**src/design/rff_pkg.sv**
```systemverilog
// ----------------------------------------------------------------------------
// rff_pkg
// Shared types, constants and helpers for the radial force field block.
// ----------------------------------------------------------------------------
package rff_pkg;

	localparam int FRAC_BITS = 16;
	localparam logic [30:0] ONE_Q  = 31'(1) << FRAC_BITS;
	localparam logic [30:0] RMIN_Q = ((ONE_Q / 100) != 0) ? 31'(ONE_Q / 100) : 31'(1);
	localparam logic [30:0] RADIUS_RST = 31'd65536;
	localparam logic [31:0] STRENGTH_RST = 32'd65536;

	// wide enough for velocity plus a full-size velocity change
	localparam int RES_W = 64 - FRAC_BITS + 2;

	localparam logic [2:0] REG_CENTER_X = 3'd0;
	localparam logic [2:0] REG_CENTER_Y = 3'd1;
	localparam logic [2:0] REG_CENTER_Z = 3'd2;
	localparam logic [2:0] REG_RADIUS   = 3'd3;
	localparam logic [2:0] REG_STRENGTH = 3'd4;
	localparam logic [2:0] REG_IMPULSE  = 3'd5;

	typedef enum logic [4:0] {
		ST_IDLE,
		ST_CHK,
		ST_D0,
		ST_D1,
		ST_D2,
		ST_D3,
		ST_D4,
		ST_CMP,
		ST_FALL,
		ST_MAG,
		ST_MAG2,
		ST_SQRT,
		ST_FM,
		ST_FM2,
		ST_FMW,
		ST_DV,
		ST_RES,
		ST_FIN
	} rff_state_t;

	typedef struct packed {
		logic        start;
		logic [63:0] rem;
		logic [63:0] num;
		logic [63:0] den;
		logic [6:0]  steps;
	} div_req_t;

	function automatic logic [31:0] sat32(input logic signed [RES_W-1:0] v);
		logic [31:0] r;
		if (v > $signed(RES_W'(32'sh7FFFFFFF)))
			r = 32'h7FFFFFFF;
		else if (v < -$signed(RES_W'(33'sh080000000)))
			r = 32'h80000000;
		else
			r = v[31:0];
		return r;
	endfunction

endpackage

```
**src/design/rff_div.sv**
```systemverilog
// ----------------------------------------------------------------------------
// rff_div
// Restoring shift-subtract divider, one quotient bit per cycle.
// ----------------------------------------------------------------------------
module rff_div
	import rff_pkg::*;
(
	input  logic        clk,
	input  logic        arst_n,
	input  div_req_t    req,
	output logic        done_q,
	output logic [63:0] quot_q
);

	logic [63:0] rem_q;
	logic [63:0] num_q;
	logic [63:0] den_q;
	logic [6:0]  cnt_q;
	logic        busy_q;
	logic [63:0] rem_sh;
	logic        ge;

	assign rem_sh = {rem_q[62:0], num_q[63]};
	assign ge     = rem_sh >= den_q;

	always_ff @(posedge clk or negedge arst_n) begin
		if (!arst_n) begin
			busy_q <= 1'b0;
			done_q <= 1'b0;
			cnt_q  <= '0;
		end else begin
			done_q <= 1'b0;
			if (req.start) begin
				busy_q <= 1'b1;
				cnt_q  <= req.steps;
			end else if (busy_q) begin
				cnt_q <= cnt_q - 7'd1;
				if (cnt_q == 7'd1) begin
					busy_q <= 1'b0;
					done_q <= 1'b1;
				end
			end
		end
	end

	always_ff @(posedge clk) begin
		if (req.start) begin
			rem_q  <= req.rem;
			num_q  <= req.num;
			den_q  <= req.den;
			quot_q <= '0;
		end else if (busy_q) begin
			rem_q  <= ge ? rem_sh - den_q : rem_sh;
			num_q  <= {num_q[62:0], 1'b0};
			quot_q <= {quot_q[62:0], ge};
		end
	end

endmodule

```
**config.mk**
```make
export PLATFORM = sky130hd
export DESIGN_NAME = rff_div
export DESIGN_NICKNAME = d
export VERILOG_FILES = /design/src/design/rff_pkg.sv /design/src/design/rff_div.sv
export SDC_FILE = /design/constraint.sdc
export NUM_CORES = 1
export LEC_CHECK = 0
export BUFFER_PORTS_ARGS = -buffer_cell sky130_fd_sc_hd__buf_2
export CAP_MARGIN = 20
export CORE_UTILIZATION = 45
export CTS_BUF_LIST = sky130_fd_sc_hd__clkbuf_8
export CTS_CLUSTER_SIZE = 25
export DETAILED_ROUTE_END_ITERATION = 16
export PLACE_DENSITY = 0.71
export REMOVE_ABC_BUFFERS = 1
export SLEW_MARGIN = 5
export SYNTH_ARGS = -nofsm -noshare
export SYNTH_HDL_FRONTEND = slang
export SYNTH_SLANG_ARGS = --single-unit
```
**constraint.sdc**
```tcl
create_clock -name clk -period 4.9 [get_ports clk]
set_clock_uncertainty 0.2 [all_clocks]
set_input_delay 0.98 -clock clk [delete_from_list [all_inputs] [get_ports clk]]
set_output_delay 0.98 -clock clk [all_outputs]
set_load 0.01 [all_outputs]
```
Word-level counts from Yosys, hierarchy flattened
Cells that the tools add are included.
{ "totals": {"elab_cells": 25, "out_inout_bits": 65, "inputBits": 202, "register_bits": 264} }
{ "op_classes": {"order_cmp": 1, "n_mux": 13, "n_eq_ne": 1, "n_addsub": 2, "reduce_logical": 1} }
{ "op_table": {"columns": ["op", "count"], "rows": [
  ["two-way mux 63 bit", 3],
  ["two-way mux 64 bit", 2],
  ["greater-or-equal comparator 64 bit", 1],
  ["subtractor 63 bit", 1],
  ["two-way mux 7 bit", 2],
  ["equality test 7 x 1 -> 1 bit, second input constant", 1],
  ["subtractor 7 x 1 -> 7 bit, second input constant", 1],
  ["two-way mux 1 bit", 6],
  ["nonzero test 2 bit", 1]
]} }

Logic depth before layout (Yosys ltp)
Gate-level depths: netlist of run 1.
{ "depth": {"depth_word": 4, "depth_mapped": 14, "mapped_depth_nobuf": 12} }

Least setup slack after synthesis of run 1
Ideal clock, no wire load.
{ "synth_timing": {"path_type": "input -> register", "startpoint": "in req[199] (netlist bit)", "endpoint": "reg num_q[0] (enable)", "cell_stages": 5, "slack_ns": -0.107, "setup_time_ns": 0.480, "t_arrival_ns": 4.327, "n_path_buf": 3, "path_cell_list": "clkbuf_1 -> clkbuf_1 -> clkbuf_1 -> nor2_1 -> inv_1"} }
{ "synth_via": {"elab_chain_cells": 1} }
{ "synth_lines": {"columns": ["element", "line", "text"], "rows": [
  ["start, declared", "rff_div.sv:10", "input div_req_t req,"],
  ["nonzero test 2 bit (no source line)", null, null],
  ["end signal, assigned", "rff_div.sv:49", "num_q <= req.num;"],
  ["end signal, assigned", "rff_div.sv:54", "num_q <= {num_q[62:0], 1'b0};"],
  ["end, declared", "rff_div.sv:16", "logic [63:0] num_q;"]
]} }
Every way passes these cells.
A chain may end at the register's enable or synchronous reset.

Worst setup path in the final report of run 1
{ "layout_timing": {"startpoint": "reg den_q[9]", "endpoint": "reg rem_q[49] (data pin)"} }
{ "layout_via": {"elab_chain_cells": 4, "elab_cells_between_ends": 5, "cone_classes": "add/sub: 1; order compare: 1; mux: 3"} }
{ "layout_lines": {"columns": ["element", "line", "text"], "rows": [
  ["start, declared", "rff_div.sv:17", "logic [63:0] den_q;"],
  ["start signal, assigned", "rff_div.sv:50", "den_q <= req.den;"],
  ["subtractor 63 bit or greater-or-equal comparator 64 bit (tied branches)", "rff_div.sv:53, rff_div.sv:24", null],
  ["two-way mux 63 bit *", "rff_div.sv:53", "rem_q <= ge ? rem_sh - den_q : rem_sh;"],
  ["two-way mux 63 bit *", "rff_div.sv:52", "end else if (busy_q) begin"],
  ["two-way mux 63 bit *", "rff_div.sv:47", "if (req.start) begin"],
  ["end signal, assigned", "rff_div.sv:48", "rem_q <= req.rem;"],
  ["end signal, assigned", "rff_div.sv:53", null],
  ["end, declared", "rff_div.sv:15", "logic [63:0] rem_q;"]
]} }
Mark *: on every way between the ends. The rest lies on a longest branch, timed or not. The select of a mux whose other input is x is not followed.

==> results of run 1 <==
==> cell families after synthesis <==
| group | count (synthesis) | synth area share [%] |
|---|---|---|
| and+or+nand+nor | 430 | 13.3 |
| DFF | 264 | 48.3 |
| AOI/OAI and AO/OA | 354 | 15.5 |
| adders and majority gates | 67 | 5.64 |
| buffers and inverters | 190 | 5.11 |
| xor gates and xnor gates | 44 | 2.57 |
| muxes | 134 | 9.51 |
==> area by class of cell <==
class	instances	area (um2)
fillers	2945	15000
flip-flops and latches	264	7250
multi-input cells	1029	6980
repair buffers	288	1520
clock buffers	52	716
well taps	442	553
inverters	93	352
clock inverters	30	190
diodes	5	12.5
==> path summary, 6_finish.rpt <==
path,startpoint,endpoint,depth (start not counted)
worst max-delay path,den_q[9]$_DFFE_PP_,rem_q[49]$_DFFE_PP_,11
worst min-delay path,quot_q[63]$_SDFFE_PP0P_,quot_q[63]$_SDFFE_PP0P_,2
min in group asynchronous,arst_n,cnt_q[0]$_DFFE_PN0P_,2
worst max register to register,den_q[9]$_DFFE_PP_,rem_q[49]$_DFFE_PP_,11
worst min register to register,quot_q[63]$_SDFFE_PP0P_,quot_q[63]$_SDFFE_PP0P_,2
max in group asynchronous,arst_n,busy_q$_DFF_PN0_,2
==> metal layers <==
| layer | routed length, um | vias up | GRT usage, % |
|---|---|---|---|
| li1 | - | 5913 | - |
| met1 | 17100 | 5727 | 29.3 |
| met2 | 17800 | 452 | 36.5 |
| met3 | 3980 | 77 | 8.91 |
| met4 | 911 | 20 | 8.30 |
| met5 | 130 | - | 0 |
==> power by group through the flow <==
stage | Sequential, mW | Clock (mW) | Combinational, mW
finish | 3.07 | 2.02 | 4.28
global route | 3.12 | 2.17 | 4.73
CTS | 3.07 | 2.09 | 4.23
detailed placement | 3.11 | 0 | 4.20
global placement | 3.10 | 0 | 4.15
floorplan | 3.06 | 0 | 3.06
==> critical path: stages (launching register included) <==
cell,delay (ns)
sky130_fd_sc_hd__edfxtp_1,0.41
sky130_fd_sc_hd__inv_1,0.07
sky130_fd_sc_hd__ha_1,0.44
sky130_fd_sc_hd__and4_1,0.33
sky130_fd_sc_hd__o2111ai_1,0.13
sky130_fd_sc_hd__a31o_2,0.25
sky130_fd_sc_hd__a21boi_0,0.30
sky130_fd_sc_hd__o31ai_2,0.21
sky130_fd_sc_hd__o211ai_1,0.57
sky130_fd_sc_hd__a21oi_1,0.34
sky130_fd_sc_hd__xnor2_1,0.22
sky130_fd_sc_hd__a221o_1,0.34
==> Yosys cell counts, types with 10 or more instances <==
library cell	n
sky130_fd_sc_hd__o21ai_0	61
sky130_fd_sc_hd__clkbuf_1	58
sky130_fd_sc_hd__dfxtp_1	64
sky130_fd_sc_hd__mux2i_1	67
sky130_fd_sc_hd__buf_2	17
sky130_fd_sc_hd__edfxtp_1	191
sky130_fd_sc_hd__a21oi_1	94
sky130_fd_sc_hd__o21bai_1	12
sky130_fd_sc_hd__nor3_1	30
sky130_fd_sc_hd__inv_1	92
sky130_fd_sc_hd__buf_1	14
sky130_fd_sc_hd__nor2_1	147
sky130_fd_sc_hd__a211oi_1	10
sky130_fd_sc_hd__xor2_1	16
sky130_fd_sc_hd__xnor2_1	28
sky130_fd_sc_hd__nand3_1	17
sky130_fd_sc_hd__o21a_1	17
sky130_fd_sc_hd__nand2_1	137
sky130_fd_sc_hd__mux2_2	67
sky130_fd_sc_hd__a2bb2oi_1	11
sky130_fd_sc_hd__ha_1	66
sky130_fd_sc_hd__o31ai_1	10
sky130_fd_sc_hd__a21o_1	40
sky130_fd_sc_hd__a31oi_1	32
sky130_fd_sc_hd__nand4_1	33
==> through the flow <==
step | area [um2] | setup TNS (ns) | std cells | worst slack (ns)
final | 17600 | 0 | 2203 | 0.806
after global routing | 17600 | 0 | 2198 | 0.557
after CTS | 17600 | 0 | 2198 | 0.856
after detailed placement | 16600 | 0 | 2115 | 0.877
after global placement | 16600 | 0 | 2115 | 0.931
after floorplan | 14600 | -98.98 | 1386 | -0.779
==> placed cells by master, fill, tap and decap left out, drive strengths merged, types with 64 or more instances in the layout <==
master	instances
inv	114
edfxtp	191
mux2	67
o21ai	67
nand2	137
dfxtp	64
buf	287
ha	66
nor2	148
mux2i	67
a21oi	94
==> sequential cells by signal (all words and copies together), names as in the netlist <==
name    cells
done_q      1
num_q      64
cnt_q       7
den_q      64
rem_q      63
quot_q     64
busy_q      1
==> report_table.html, run 1 <==
<table>
<tr><th>Metric</th><th>Value</th></tr>
<tr><th colspan="2">Outcome</th></tr>
<tr><td>Status</td><td>finished clean</td></tr>
<tr><th colspan="2">Logic synthesis</th></tr>
<tr><td>Sequential-to-total area share from yosys stat</td><td>48.3%</td></tr>
<tr><td>Post-Synthesis Mean Instance Area</td><td>10.1 um2</td></tr>
<tr><td>Post-synthesis sequential element count</td><td>264</td></tr>
<tr><td>Number of distinct library cell variants in the gate-level netlist after synthesis</td><td>75</td></tr>
<tr><td>Share of synthesized registers carrying an async set or reset</td><td>3.41%</td></tr>
<tr><td>Post-synth EDFFs</td><td>191</td></tr>
<tr><td>Cell count after synthesis</td><td>1483</td></tr>
<tr><td>Fraction of synthesized cell area taken by the top area cell type</td><td>38.3%</td></tr>
<tr><td>Largest cells by area after synthesis</td><td>sky130_fd_sc_hd__edfxtp_1 38%, sky130_fd_sc_hd__dfxtp_1 8.5%, sky130_fd_sc_hd__ha_1 5.5%</td></tr>
<tr><td>Synthesis warning total</td><td>0</td></tr>
<tr><td>Synthesized area</td><td>0.0150 mm2</td></tr>
<tr><td>Largest area contributor in the netlist</td><td>sky130_fd_sc_hd__edfxtp_1</td></tr>
<tr><td>Predominant post-synthesis flop cell</td><td>sky130_fd_sc_hd__edfxtp_1</td></tr>
<tr><th colspan="2">Layout</th></tr>
<tr><td>Post-layout net count</td><td>1992</td></tr>
<tr><td>Share of the core filled with cells</td><td>53.9%</td></tr>
<tr><td>Ratio of cells with drive above 1 in the final layout</td><td>24.5%</td></tr>
<tr><td>Layout area overhead</td><td>17.3%</td></tr>
<tr><th colspan="2">Routing</th></tr>
<tr><td>Average vias per placed instance</td><td>5.53</td></tr>
<tr><td>Starting DRT DRC Count</td><td>894</td></tr>
<tr><td>Number of vias in the routed layout</td><td>12189</td></tr>
<tr><td>Drt wl/cell</td><td>18.1 um</td></tr>
<tr><td>Remaining antenna violation count after routing</td><td>0</td></tr>
<tr><td>Remaining design rule violation count</td><td>0</td></tr>
<tr><td>Wirelength, routed</td><td>40.0 mm</td></tr>
<tr><td>Detailed Routing Iterations Pass 1</td><td>7</td></tr>
<tr><th colspan="2">Clock tree</th></tr>
<tr><td>TritonCTS Sinks</td><td>264</td></tr>
<tr><td>Worst-skew pair later-pin latency</td><td>0.63 ns</td></tr>
<tr><td>Number of gates resized after cts</td><td>0</td></tr>
<tr><td>CTS root buf</td><td>sky130_fd_sc_hd__clkbuf_8</td></tr>
<tr><td>CTS HTree Levels</td><td>2</td></tr>
<tr><td>Post-CTS setup repair buffer count</td><td>0</td></tr>
<tr><td>Clock tree from TritonCTS</td><td>yes</td></tr>
<tr><td>Hold bufs inserted after CTS</td><td>1</td></tr>
<tr><td>CTS clock-pin slew for the worst setup and hold paths</td><td>0.06 ns</td></tr>
<tr><td>Clock buffer count from CTS</td><td>47</td></tr>
<tr><td>Number of buffers on the longest clock path</td><td>3</td></tr>
<tr><th colspan="2">STA</th></tr>
<tr><td>Hold violation total from the final report</td><td>0</td></tr>
<tr><td>RSZ-0062 raised after global routing</td><td>false</td></tr>
<tr><td>Final Hold Slack</td><td>0.301 ns</td></tr>
<tr><td>Upper clock frequency limit</td><td>0.244 GHz</td></tr>
<tr><td>Final Cycle Share</td><td>83.6%</td></tr>
<tr><td>Worst slew margin relative to its limit</td><td>26.9%</td></tr>
<tr><td>Final setup violating endpoints</td><td>0</td></tr>
<tr><td>Least-Margin Pin Slew</td><td>1.10 ns</td></tr>
<tr><td>Period minus WS final</td><td>4.09 ns</td></tr>
<tr><td>Pins over their slew limit</td><td>0</td></tr>
<tr><th colspan="2">Power</th></tr>
<tr><td>Net Sw Frac</td><td>40.2%</td></tr>
<tr><td>Net load switching power</td><td>3.77 mW</td></tr>
<tr><td>Worst-case vdd ir drop</td><td>0.248 mV</td></tr>
<tr><td>Share of power burned in combinational logic</td><td>45.7%</td></tr>
<tr><td>Power share of the clock group</td><td>21.6%</td></tr>
<tr><td>Internal power</td><td>5.61 mW</td></tr>
<tr><td>Proportion of power drawn by flip-flops and latches</td><td>32.8%</td></tr>
<tr><td>Overall power after layout</td><td>9.38 mW</td></tr>
<tr><td>Static Leak</td><td>8.06 nW</td></tr>
<tr><td>Ratio of total power to cell area</td><td>534 mW/mm2</td></tr>
<tr><th colspan="2">Global route</th></tr>
<tr><td>Sum of overflow across all layers after global routing</td><td>0</td></tr>
<tr><td>Number of antenna violations at the first check in global routing</td><td>14</td></tr>
<tr><td>Via count of the first global-routing pass</td><td>11949</td></tr>
<tr><td>Maximum number of pins on one net before global-route repair</td><td>90</td></tr>
<tr><td>Wire length of the first global-routing pass</td><td>62.0 mm</td></tr>
<tr><td>Global routing usage summed across all routing layers</td><td>23.4%</td></tr>
<tr><th colspan="2">Hold path</th></tr>
<tr><td>Classification of the worst-slack hold path</td><td>reg2reg</td></tr>
<tr><th colspan="2">Floorplan</th></tr>
<tr><td>Placeable Area</td><td>0.0326 mm2</td></tr>
<tr><td>Number of top-level pins</td><td>267</td></tr>
<tr><td>Full die area</td><td>0.0340 mm2</td></tr>
<tr><td>FP Rows</td><td>66</td></tr>
<tr><td>Floorplan die height</td><td>184 um</td></tr>
<tr><td>Chip width</td><td>184 um</td></tr>
<tr><td>Initial core utilization</td><td>45.9%</td></tr>
<tr><th colspan="2">Worst setup path</th></tr>
<tr><td>Worst Setup Path Type</td><td>reg2reg</td></tr>
<tr><td>Kind of capture point of the worst setup path</td><td>flip-flop</td></tr>
<tr><td>Minimum setup slack among reg-to-reg paths</td><td>0.81 ns</td></tr>
<tr><td>Arrival time at the worst endpoint</td><td>4.24 ns</td></tr>
<tr><td>Largest driver fanout on the critical path</td><td>9</td></tr>
<tr><td>Launching element type of the critical path</td><td>flip-flop</td></tr>
<tr><td>Worst Path Required</td><td>5.04 ns</td></tr>
<tr><th colspan="2">Placed design</th></tr>
<tr><td>Routability congestion estimate</td><td>0.955</td></tr>
<tr><td>Post-DP HPWL</td><td>28.7 mm</td></tr>
<tr><td>Buffers on Ports</td><td>265</td></tr>
<tr><th colspan="2">Flow run</th></tr>
<tr><td>Max_cap viols</td><td>0</td></tr>
</table>
No activity file was read; power rests on OpenSTA's default activity.
==> inputs of run 2 (changes only) <==
==> constraint.sdc (replaced) <==
create_clock -name clk -period 4.29 [get_ports clk]
set_clock_uncertainty 0.2 [all_clocks]
set_input_delay 0.858 -clock clk [delete_from_list [all_inputs] [get_ports clk]]
set_output_delay 0.858 -clock clk [all_outputs]
set_load 0.01 [all_outputs]
==> run 2 against run 1 <==
Worst setup slack got worse by 0.49 ns. Critical path type unchanged. Register-to-register slack worse by 0.49 ns. Critical path depth up 1. Largest power group unchanged.
==> report_table.html, run 2 (same netlist as run 1, synthesis figures left out) <==
<table>
<tr><th>Metric</th><th>Value</th></tr>
<tr><th colspan="2">Worst setup path</th></tr>
<tr><td>Worst Setup Path Type</td><td>reg2reg</td></tr>
<tr><td>Capturing instance or port of the critical path</td><td>rem_q[46]$_DFFE_PP_</td></tr>
<tr><td>Worst r2r path cells</td><td>12</td></tr>
<tr><td>Reg-to-Reg End</td><td>rem_q[46]$_DFFE_PP_</td></tr>
<tr><td>Worst Path Required</td><td>4.51 ns</td></tr>
<tr><td>Largest driver fanout on the critical path</td><td>5</td></tr>
<tr><td>Launching element type of the critical path</td><td>flip-flop</td></tr>
<tr><td>Worst setup path startpoint</td><td>num_q[63]$_DFFE_PP_</td></tr>
<tr><td>Arrival time at the worst endpoint</td><td>4.20 ns</td></tr>
<tr><td>Worst r2r src</td><td>num_q[63]$_DFFE_PP_</td></tr>
<tr><td>Minimum setup slack among reg-to-reg paths</td><td>0.32 ns</td></tr>
<tr><td>Kind of capture point of the worst setup path</td><td>flip-flop</td></tr>
<tr><th colspan="2">Clock tree</th></tr>
<tr><td>CTS clock-pin slew for the worst setup and hold paths</td><td>0.07 ns</td></tr>
<tr><td>TritonCTS Sinks</td><td>264</td></tr>
<tr><td>Number of buffers on the longest clock path</td><td>3</td></tr>
<tr><td>Worst-skew pair later-pin latency</td><td>0.63 ns</td></tr>
<tr><td>Clock buffer count from CTS</td><td>46</td></tr>
<tr><td>CTS HTree Levels</td><td>2</td></tr>
<tr><td>CTS root buf</td><td>sky130_fd_sc_hd__clkbuf_8</td></tr>
<tr><td>Number of gates resized after cts</td><td>0</td></tr>
<tr><td>Clock tree from TritonCTS</td><td>yes</td></tr>
<tr><th colspan="2">Routing</th></tr>
<tr><td>Remaining antenna violation count after routing</td><td>0</td></tr>
<tr><td>Detailed Routing Iterations Pass 1</td><td>5</td></tr>
<tr><td>Wirelength, routed</td><td>39.8 mm</td></tr>
<tr><td>Average vias per placed instance</td><td>5.55</td></tr>
<tr><td>Remaining design rule violation count</td><td>0</td></tr>
<tr><td>Starting DRT DRC Count</td><td>881</td></tr>
<tr><td>Top Metal Used</td><td>met5</td></tr>
<tr><td>Drt wl/cell</td><td>18.0 um</td></tr>
<tr><td>Length of routed met3 wiring</td><td>3.71 mm</td></tr>
<tr><td>Sum of met2 wire segment lengths after detailed routing</td><td>17.8 mm</td></tr>
<tr><td>Met1 Routed Length</td><td>17.0 mm</td></tr>
<tr><td>Number of vias in the routed layout</td><td>12296</td></tr>
<tr><th colspan="2">Placed design</th></tr>
<tr><td>Routability congestion estimate</td><td>0.965</td></tr>
<tr><td>Placement Cell Area</td><td>0.0168 mm2</td></tr>
<tr><td>Buffers on Ports</td><td>265</td></tr>
<tr><td>Post-DP HPWL</td><td>28.9 mm</td></tr>
<tr><th colspan="2">Global route</th></tr>
<tr><td>Global routing usage summed across all routing layers</td><td>23.6%</td></tr>
<tr><td>Maximum number of pins on one net before global-route repair</td><td>130</td></tr>
<tr><td>Via count of the first global-routing pass</td><td>12095</td></tr>
<tr><td>Number of antenna violations at the first check in global routing</td><td>14</td></tr>
<tr><td>Sum of overflow across all layers after global routing</td><td>0</td></tr>
<tr><td>Wire length of the first global-routing pass</td><td>62.9 mm</td></tr>
<tr><th colspan="2">STA</th></tr>
<tr><td>Final Cycle Share</td><td>92.6%</td></tr>
<tr><td>RSZ-0062 raised after global routing</td><td>false</td></tr>
<tr><td>Hold violation total from the final report</td><td>0</td></tr>
<tr><td>Least-Margin Pin Slew</td><td>1.00 ns</td></tr>
<tr><td>Upper clock frequency limit</td><td>0.252 GHz</td></tr>
<tr><td>Worst slew margin relative to its limit</td><td>33.1%</td></tr>
<tr><td>Final Hold Slack</td><td>0.194 ns</td></tr>
<tr><td>Period minus WS final</td><td>3.97 ns</td></tr>
<tr><td>Pins over their slew limit</td><td>0</td></tr>
<tr><td>Final setup violating endpoints</td><td>0</td></tr>
<tr><th colspan="2">Layout</th></tr>
<tr><td>Layout area overhead</td><td>18.1%</td></tr>
<tr><td>Final design instance area without fill</td><td>0.0177 mm2</td></tr>
<tr><td>Share of the core filled with cells</td><td>54.3%</td></tr>
<tr><td>Top Registers</td><td>den_q: 64 flops, num_q: 64 flops, quot_q: 64 flops</td></tr>
<tr><td>Most frequent cells in the layout</td><td>264 x sky130_fd_sc_hd__buf_2, 191 x sky130_fd_sc_hd__edfxtp_1, 147 x sky130_fd_sc_hd__nor2_1</td></tr>
<tr><td>Most frequent standard cell in the layout excluding fill and tap cells</td><td>sky130_fd_sc_hd__buf_2</td></tr>
<tr><td>Post-layout net count</td><td>2006</td></tr>
<tr><td>Ratio of cells with drive above 1 in the final layout</td><td>25.2%</td></tr>
<tr><th colspan="2">Floorplan</th></tr>
<tr><td>Number of top-level pins</td><td>267</td></tr>
<tr><td>Chip width</td><td>184 um</td></tr>
<tr><td>Initial core utilization</td><td>45.9%</td></tr>
<tr><td>Full die area</td><td>0.0340 mm2</td></tr>
<tr><td>FP Rows</td><td>66</td></tr>
<tr><td>Placeable Area</td><td>0.0326 mm2</td></tr>
<tr><td>Floorplan die height</td><td>184 um</td></tr>
<tr><th colspan="2">Outcome</th></tr>
<tr><td>Status</td><td>finished clean</td></tr>
<tr><th colspan="2">Power</th></tr>
<tr><td>Ratio of total power to cell area</td><td>610 mW/mm2</td></tr>
<tr><td>Worst-case vdd ir drop</td><td>0.337 mV</td></tr>
<tr><td>Static Leak</td><td>8.11 nW</td></tr>
<tr><th colspan="2">Hold path</th></tr>
<tr><td>Classification of the worst-slack hold path</td><td>in2reg</td></tr>
<tr><th colspan="2">Flow run</th></tr>
<tr><td>Max_cap viols</td><td>0</td></tr>
</table>
## run 2: cell count changes in the layout (fill, tap and decap cells not counted)
cell / delta
sky130_fd_sc_hd__buf_4: +12
sky130_fd_sc_hd__inv_1: -6
sky130_fd_sc_hd__clkinv_1: +5
sky130_fd_sc_hd__buf_12: +3
sky130_fd_sc_hd__bufinv_16: -1
sky130_fd_sc_hd__clkinv_2: -1
sky130_fd_sc_hd__clkinv_8: +1
sky130_fd_sc_hd__clkinvlp_4: +1
sky130_fd_sc_hd__inv_8: -1
## run 2: worst max-delay path, stage by stage, from the launching register on
cell                       delay (ns)
sky130_fd_sc_hd__edfxtp_1        0.39
sky130_fd_sc_hd__inv_1           0.07
sky130_fd_sc_hd__ha_1            0.19
sky130_fd_sc_hd__fa_1            0.19
sky130_fd_sc_hd__nand2b_1        0.15
sky130_fd_sc_hd__a21oi_1         0.11
sky130_fd_sc_hd__a31oi_1         0.47
sky130_fd_sc_hd__o21ai_1         0.24
sky130_fd_sc_hd__a41oi_1         0.62
sky130_fd_sc_hd__o21ai_1         0.29
sky130_fd_sc_hd__a211oi_1        0.50
sky130_fd_sc_hd__nor4_1          0.09
sky130_fd_sc_hd__nor4bb_1        0.28
## run 2: metrics by stage
step                      setup WS [ns]  cells  total power, mW  TNS (ns)
after global placement            0.463   2130             8.42         0
after CTS                         0.380   2211             10.8         0
after floorplan                   -1.39   1386             6.98   -176.45
after global routing             0.0750   2211             11.5         0
final                             0.316   2216             10.8         0
after detailed placement          0.414   2130             8.50         0
## run 2: where the power goes
| group | switching (mW) | internal (mW) |
|---|---|---|
| sequential | 0.225 | 3.28 |
| clock | 1.07 | 1.17 |
| combinational | 3.03 | 2.01 |
| total | 4.33 | 6.47 |
## run 2: worst min path at each step
stage	start	to	slack (ns)	cells after the start
global placement	quot_q[63]$_SDFFE_PP0P_	quot_q[63]$_SDFFE_PP0P_	0.27	2
global route	req[61]	den_q[54]$_DFFE_PP_	0.17	1
finish	req[61]	den_q[54]$_DFFE_PP_	0.19	1
CTS	req[61]	den_q[54]$_DFFE_PP_	0.15	1
floorplan	cnt_q[6]$_DFFE_PN0P_	busy_q$_DFF_PN0_	0.30	2
detailed placement	quot_q[8]$_SDFFE_PP0P_	quot_q[9]$_SDFFE_PP0P_	0.31	2
## run 2: layer usage
metal | vias to the layer above | GRT usage (%)
met1 | 5800 | 29.7
met2 | 442 | 36.8
met4 | 20 | 8.90
met3 | 90 | 8.18
li1 | 5944 | -
met5 | - | 1.48
## run 2: timing repair
action / 4_1_cts / 5_1_grt
buffers inserted: 0 / 0
hold buffers: 1 / 0
endpoints found under the hold margin: 9 / 0
## run 2: layout make-up
type	count	area (um2)
Antenna cell	5	12.5
Fill cell	2951	14900
Timing Repair Buffer	303	1670
Multi-Input combinational cell	1029	6980
Inverter	93	352
Clock buffer	52	716
Tap cell	442	553
Clock inverter	28	164
Sequential cell	264	7250
==> inputs of run 3 (changes only) <==
--- a/config.mk
+++ b/config.mk
@@ -6,12 +6,12 @@
 export NUM_CORES = 1
 export LEC_CHECK = 0
 export BUFFER_PORTS_ARGS = -buffer_cell sky130_fd_sc_hd__buf_2
-export CAP_MARGIN = 20
+export CAP_MARGIN = 5
 export CORE_UTILIZATION = 45
 export CTS_BUF_LIST = sky130_fd_sc_hd__clkbuf_8
 export CTS_CLUSTER_SIZE = 25
 export DETAILED_ROUTE_END_ITERATION = 16
-export PLACE_DENSITY = 0.71
+export PLACE_DENSITY = 0.69
 export REMOVE_ABC_BUFFERS = 1
 export SLEW_MARGIN = 5
 export SYNTH_ARGS = -nofsm -noshare
==> constraint.sdc (replaced) <==
create_clock -name clk -period 3.6 [get_ports clk]
set_clock_uncertainty 0.2 [all_clocks]
set_input_delay 0.72 -clock clk [delete_from_list [all_inputs] [get_ports clk]]
set_output_delay 0.72 -clock clk [all_outputs]
set_load 0.01 [all_outputs]
==> run 3 against run 2 <==
Cell count increased by 4.7%. Non-clock buffer count is 98 higher. Combinational power increased by 39%. Worst setup slack lost 0.16 ns. Clock-buffer cell count did not move. Utilization is 3.2 points higher. Design area grew 6.0%. Register-to-register slack got worse by 0.16 ns. Via count increased by 2.9%. Total power up 29%.
==> report_table.html, run 3 (same netlist as run 1, synthesis figures left out) <==
<table>
<tr><th>Metric</th><th>Value</th></tr>
<tr><th colspan="2">Floorplan</th></tr>
<tr><td>Full die area</td><td>0.0340 mm2</td></tr>
<tr><td>Number of top-level pins</td><td>267</td></tr>
<tr><td>Floorplan die height</td><td>184 um</td></tr>
<tr><td>Chip width</td><td>184 um</td></tr>
<tr><td>FP Rows</td><td>66</td></tr>
<tr><td>Placeable Area</td><td>0.0326 mm2</td></tr>
<tr><td>Initial core utilization</td><td>45.9%</td></tr>
<tr><th colspan="2">STA</th></tr>
<tr><td>Final setup violating endpoints</td><td>0</td></tr>
<tr><td>Period minus WS final</td><td>3.45 ns</td></tr>
<tr><td>Hold violation total from the final report</td><td>0</td></tr>
<tr><td>Pins over their slew limit</td><td>0</td></tr>
<tr><td>Final Hold Slack</td><td>0.0915 ns</td></tr>
<tr><td>Final Cycle Share</td><td>95.7%</td></tr>
<tr><td>Final total negative setup slack</td><td>0 ns</td></tr>
<tr><td>Worst slew margin relative to its limit</td><td>50.1%</td></tr>
<tr><td>Upper clock frequency limit</td><td>0.290 GHz</td></tr>
<tr><td>Least-Margin Pin Slew</td><td>0.748 ns</td></tr>
<tr><th colspan="2">Routing</th></tr>
<tr><td>Average vias per placed instance</td><td>5.45</td></tr>
<tr><td>Remaining design rule violation count</td><td>0</td></tr>
<tr><td>Drt wl/cell</td><td>17.9 um</td></tr>
<tr><td>Starting DRT DRC Count</td><td>765</td></tr>
<tr><td>Wirelength, routed</td><td>41.5 mm</td></tr>
<tr><td>Number of vias in the routed layout</td><td>12653</td></tr>
<tr><td>Remaining antenna violation count after routing</td><td>0</td></tr>
<tr><td>Detailed Routing Iterations Pass 1</td><td>7</td></tr>
<tr><th colspan="2">Worst setup path</th></tr>
<tr><td>Worst Setup Path Type</td><td>reg2reg</td></tr>
<tr><td>Largest stage delay on the critical path</td><td>0.57 ns</td></tr>
<tr><td>Worst Path Required</td><td>3.72 ns</td></tr>
<tr><td>Launching element type of the critical path</td><td>flip-flop</td></tr>
<tr><td>Cell breakdown of the critical path</td><td>ha_1 &gt; nand4_2 &gt; or4_4 &gt; nor4_2 &gt; buf_4 &gt; nand2_1 &gt; o21ai_4 &gt; nor2_4 &gt; buf_12 &gt; a21o_1 &gt; o32a_1</td></tr>
<tr><td>Largest driver fanout on the critical path</td><td>19</td></tr>
<tr><td>Worst Path Buf+Inv</td><td>2</td></tr>
<tr><td>Arrival time at the worst endpoint</td><td>3.56 ns</td></tr>
<tr><td>Cell class contributing the biggest share of worst-path delay</td><td>simple AND/OR/NAND/NOR gates</td></tr>
<tr><td>Crit-path slowest cell</td><td>sky130_fd_sc_hd__or4_4</td></tr>
<tr><td>Kind of capture point of the worst setup path</td><td>flip-flop</td></tr>
<tr><th colspan="2">Power</th></tr>
<tr><td>Share of power burned in combinational logic</td><td>50.1%</td></tr>
<tr><td>Net Sw Frac</td><td>39.2%</td></tr>
<tr><td>Power share of the clock group</td><td>19.9%</td></tr>
<tr><td>Net load switching power</td><td>5.48 mW</td></tr>
<tr><td>Proportion of power drawn by flip-flops and latches</td><td>30.0%</td></tr>
<tr><td>Static Leak</td><td>8.64 nW</td></tr>
<tr><td>Worst-case vdd ir drop</td><td>0.438 mV</td></tr>
<tr><td>Ratio of total power to cell area</td><td>745 mW/mm2</td></tr>
<tr><td>Internal power</td><td>8.49 mW</td></tr>
<tr><th colspan="2">Clock tree</th></tr>
<tr><td>CTS HTree Levels</td><td>2</td></tr>
<tr><td>Worst-skew pair later-pin latency</td><td>0.60 ns</td></tr>
<tr><td>TritonCTS Sinks</td><td>264</td></tr>
<tr><td>Clock tree from TritonCTS</td><td>yes</td></tr>
<tr><td>CTS clock-pin slew for the worst setup and hold paths</td><td>0.07 ns</td></tr>
<tr><td>CTS root buf</td><td>sky130_fd_sc_hd__clkbuf_8</td></tr>
<tr><td>Number of buffers on the longest clock path</td><td>3</td></tr>
<tr><td>Clock buffer count from CTS</td><td>47</td></tr>
<tr><th colspan="2">Global route</th></tr>
<tr><td>Number of antenna violations at the first check in global routing</td><td>14</td></tr>
<tr><td>Global routing usage summed across all routing layers</td><td>24.2%</td></tr>
<tr><td>Via count of the first global-routing pass</td><td>12529</td></tr>
<tr><td>Maximum number of pins on one net before global-route repair</td><td>75</td></tr>
<tr><td>Sum of overflow across all layers after global routing</td><td>0</td></tr>
<tr><td>Wire length of the first global-routing pass</td><td>65.1 mm</td></tr>
<tr><th colspan="2">Layout</th></tr>
<tr><td>Most frequent cells in the layout</td><td>264 x sky130_fd_sc_hd__buf_2, 191 x sky130_fd_sc_hd__edfxtp_1, 147 x sky130_fd_sc_hd__nor2_1</td></tr>
<tr><td>Share of the core filled with cells</td><td>57.5%</td></tr>
<tr><td>Most frequent standard cell in the layout excluding fill and tap cells</td><td>sky130_fd_sc_hd__buf_2</td></tr>
<tr><td>Layout area overhead</td><td>25.2%</td></tr>
<tr><td>Filler instances</td><td>2905</td></tr>
<tr><td>Top Registers</td><td>den_q: 64 flops, num_q: 64 flops, quot_q: 64 flops</td></tr>
<tr><td>Ratio of cells with drive above 1 in the final layout</td><td>30.9%</td></tr>
<tr><td>Post-layout net count</td><td>2105</td></tr>
<tr><td>Fin cells</td><td>2320</td></tr>
<tr><td>Final design instance area without fill</td><td>0.0188 mm2</td></tr>
<tr><th colspan="2">Placed design</th></tr>
<tr><td>Buffers on Ports</td><td>265</td></tr>
<tr><td>Cell Count Post-Placement</td><td>2221</td></tr>
<tr><td>Routability congestion estimate</td><td>0.955</td></tr>
<tr><td>Post-DP HPWL</td><td>30.8 mm</td></tr>
<tr><td>Placement Cell Area</td><td>0.0175 mm2</td></tr>
<tr><th colspan="2">Flow run</th></tr>
<tr><td>Max_cap viols</td><td>0</td></tr>
<tr><th colspan="2">Hold path</th></tr>
<tr><td>Classification of the worst-slack hold path</td><td>in2reg</td></tr>
<tr><th colspan="2">Outcome</th></tr>
<tr><td>Status</td><td>finished clean</td></tr>
</table>
## run 3: cell count changes in the layout (fill, tap and decap cells not counted), moves of 6 or more
cell                       previous run  this run
sky130_fd_sc_hd__clkinv_2             3         9
sky130_fd_sc_hd__ha_2                 0         7
sky130_fd_sc_hd__buf_4               33       122
sky130_fd_sc_hd__o21ai_1              4        10
sky130_fd_sc_hd__ha_1                66        56
sky130_fd_sc_hd__a21oi_1             94        85
sky130_fd_sc_hd__a21oi_2              0         9
sky130_fd_sc_hd__o21ai_0             61        54
## run 3: worst reg2reg max path: stages, from the launching register on
cell and delay, ns:
sky130_fd_sc_hd__edfxtp_1 0.40, sky130_fd_sc_hd__ha_1 0.34, sky130_fd_sc_hd__nand4_2 0.18, sky130_fd_sc_hd__or4_4 0.57
sky130_fd_sc_hd__nor4_2 0.28, sky130_fd_sc_hd__buf_4 0.18, sky130_fd_sc_hd__nand2_1 0.10, sky130_fd_sc_hd__o21ai_4 0.23
sky130_fd_sc_hd__nor2_4 0.08, sky130_fd_sc_hd__buf_12 0.16, sky130_fd_sc_hd__a21o_1 0.19, sky130_fd_sc_hd__o32a_1 0.28
## run 3: cell type report
cell class	instances	area [um2]	share of cell area (%)
clock inverters	35	215	1.15
multi-input cells	1029	7180	38.3
inverters	93	352	1.87
diodes	4	10.0	0.0534
clock buffers	52	716	3.82
well taps	442	553	2.95
flip-flops and latches	264	7250	38.6
repair buffers	401	2490	13.3
## run 3: timing repair
action,4_1_cts,5_1_grt
gates cloned,0,0
endpoints found under the setup margin,3,52
pin swaps,0,9
hold buffers,1,0
setup buffers,0,7
hold endpoints to repair,9,0
resized for setup,4,44
## run 3: path summary, 6_finish.rpt
kind / startpoint / endpoint / slack, ns / cells past startpoint
setup / recovery: rem_q[58]$_DFFE_PP_ / rem_q[30]$_DFFE_PP_ / 0.15 / 11
hold / removal: req[24] / den_q[17]$_DFFE_PP_ / 0.09 / 1
setup reg to reg: rem_q[58]$_DFFE_PP_ / rem_q[30]$_DFFE_PP_ / 0.15 / 11
hold reg to reg: quot_q[63]$_SDFFE_PP0P_ / quot_q[63]$_SDFFE_PP0P_ / 0.31 / 2
max in group asynchronous: arst_n / busy_q$_DFF_PN0_ / 2.68 / 2
min in group asynchronous: arst_n / cnt_q[1]$_DFFE_PN0P_ / 0.32 / 2
## run 3: metrics by stage
stage | setup slack, ns | total power [mW]
after CTS | 0.0354 | 13.8
final | 0.155 | 14.0
after detailed placement | -0.0220 | 10.9
after global placement | 0.0473 | 10.8
after floorplan | -2.08 | 8.32
after global routing | -0.0471 | 14.9
## run 3: power groups by stage
stage	Combinational, mW	Clock (mW)	Sequential, mW
global placement	6.57	0	4.22
finish	7.00	2.78	4.19
global route	7.69	2.98	4.25
CTS	6.70	2.88	4.18
floorplan	4.16	0	4.16
detailed placement	6.64	0	4.23
## run 3: layer usage
metal / GRT usage (%) / vias to the layer above / wire length (um)
met5: 0 / - / 134
met4: 7.20 / 20 / 915
met1: 31.0 / 5995 / 18000
met3: 7.03 / 83 / 3260
li1: - / 6141 / -
met2: 39.5 / 414 / 19100
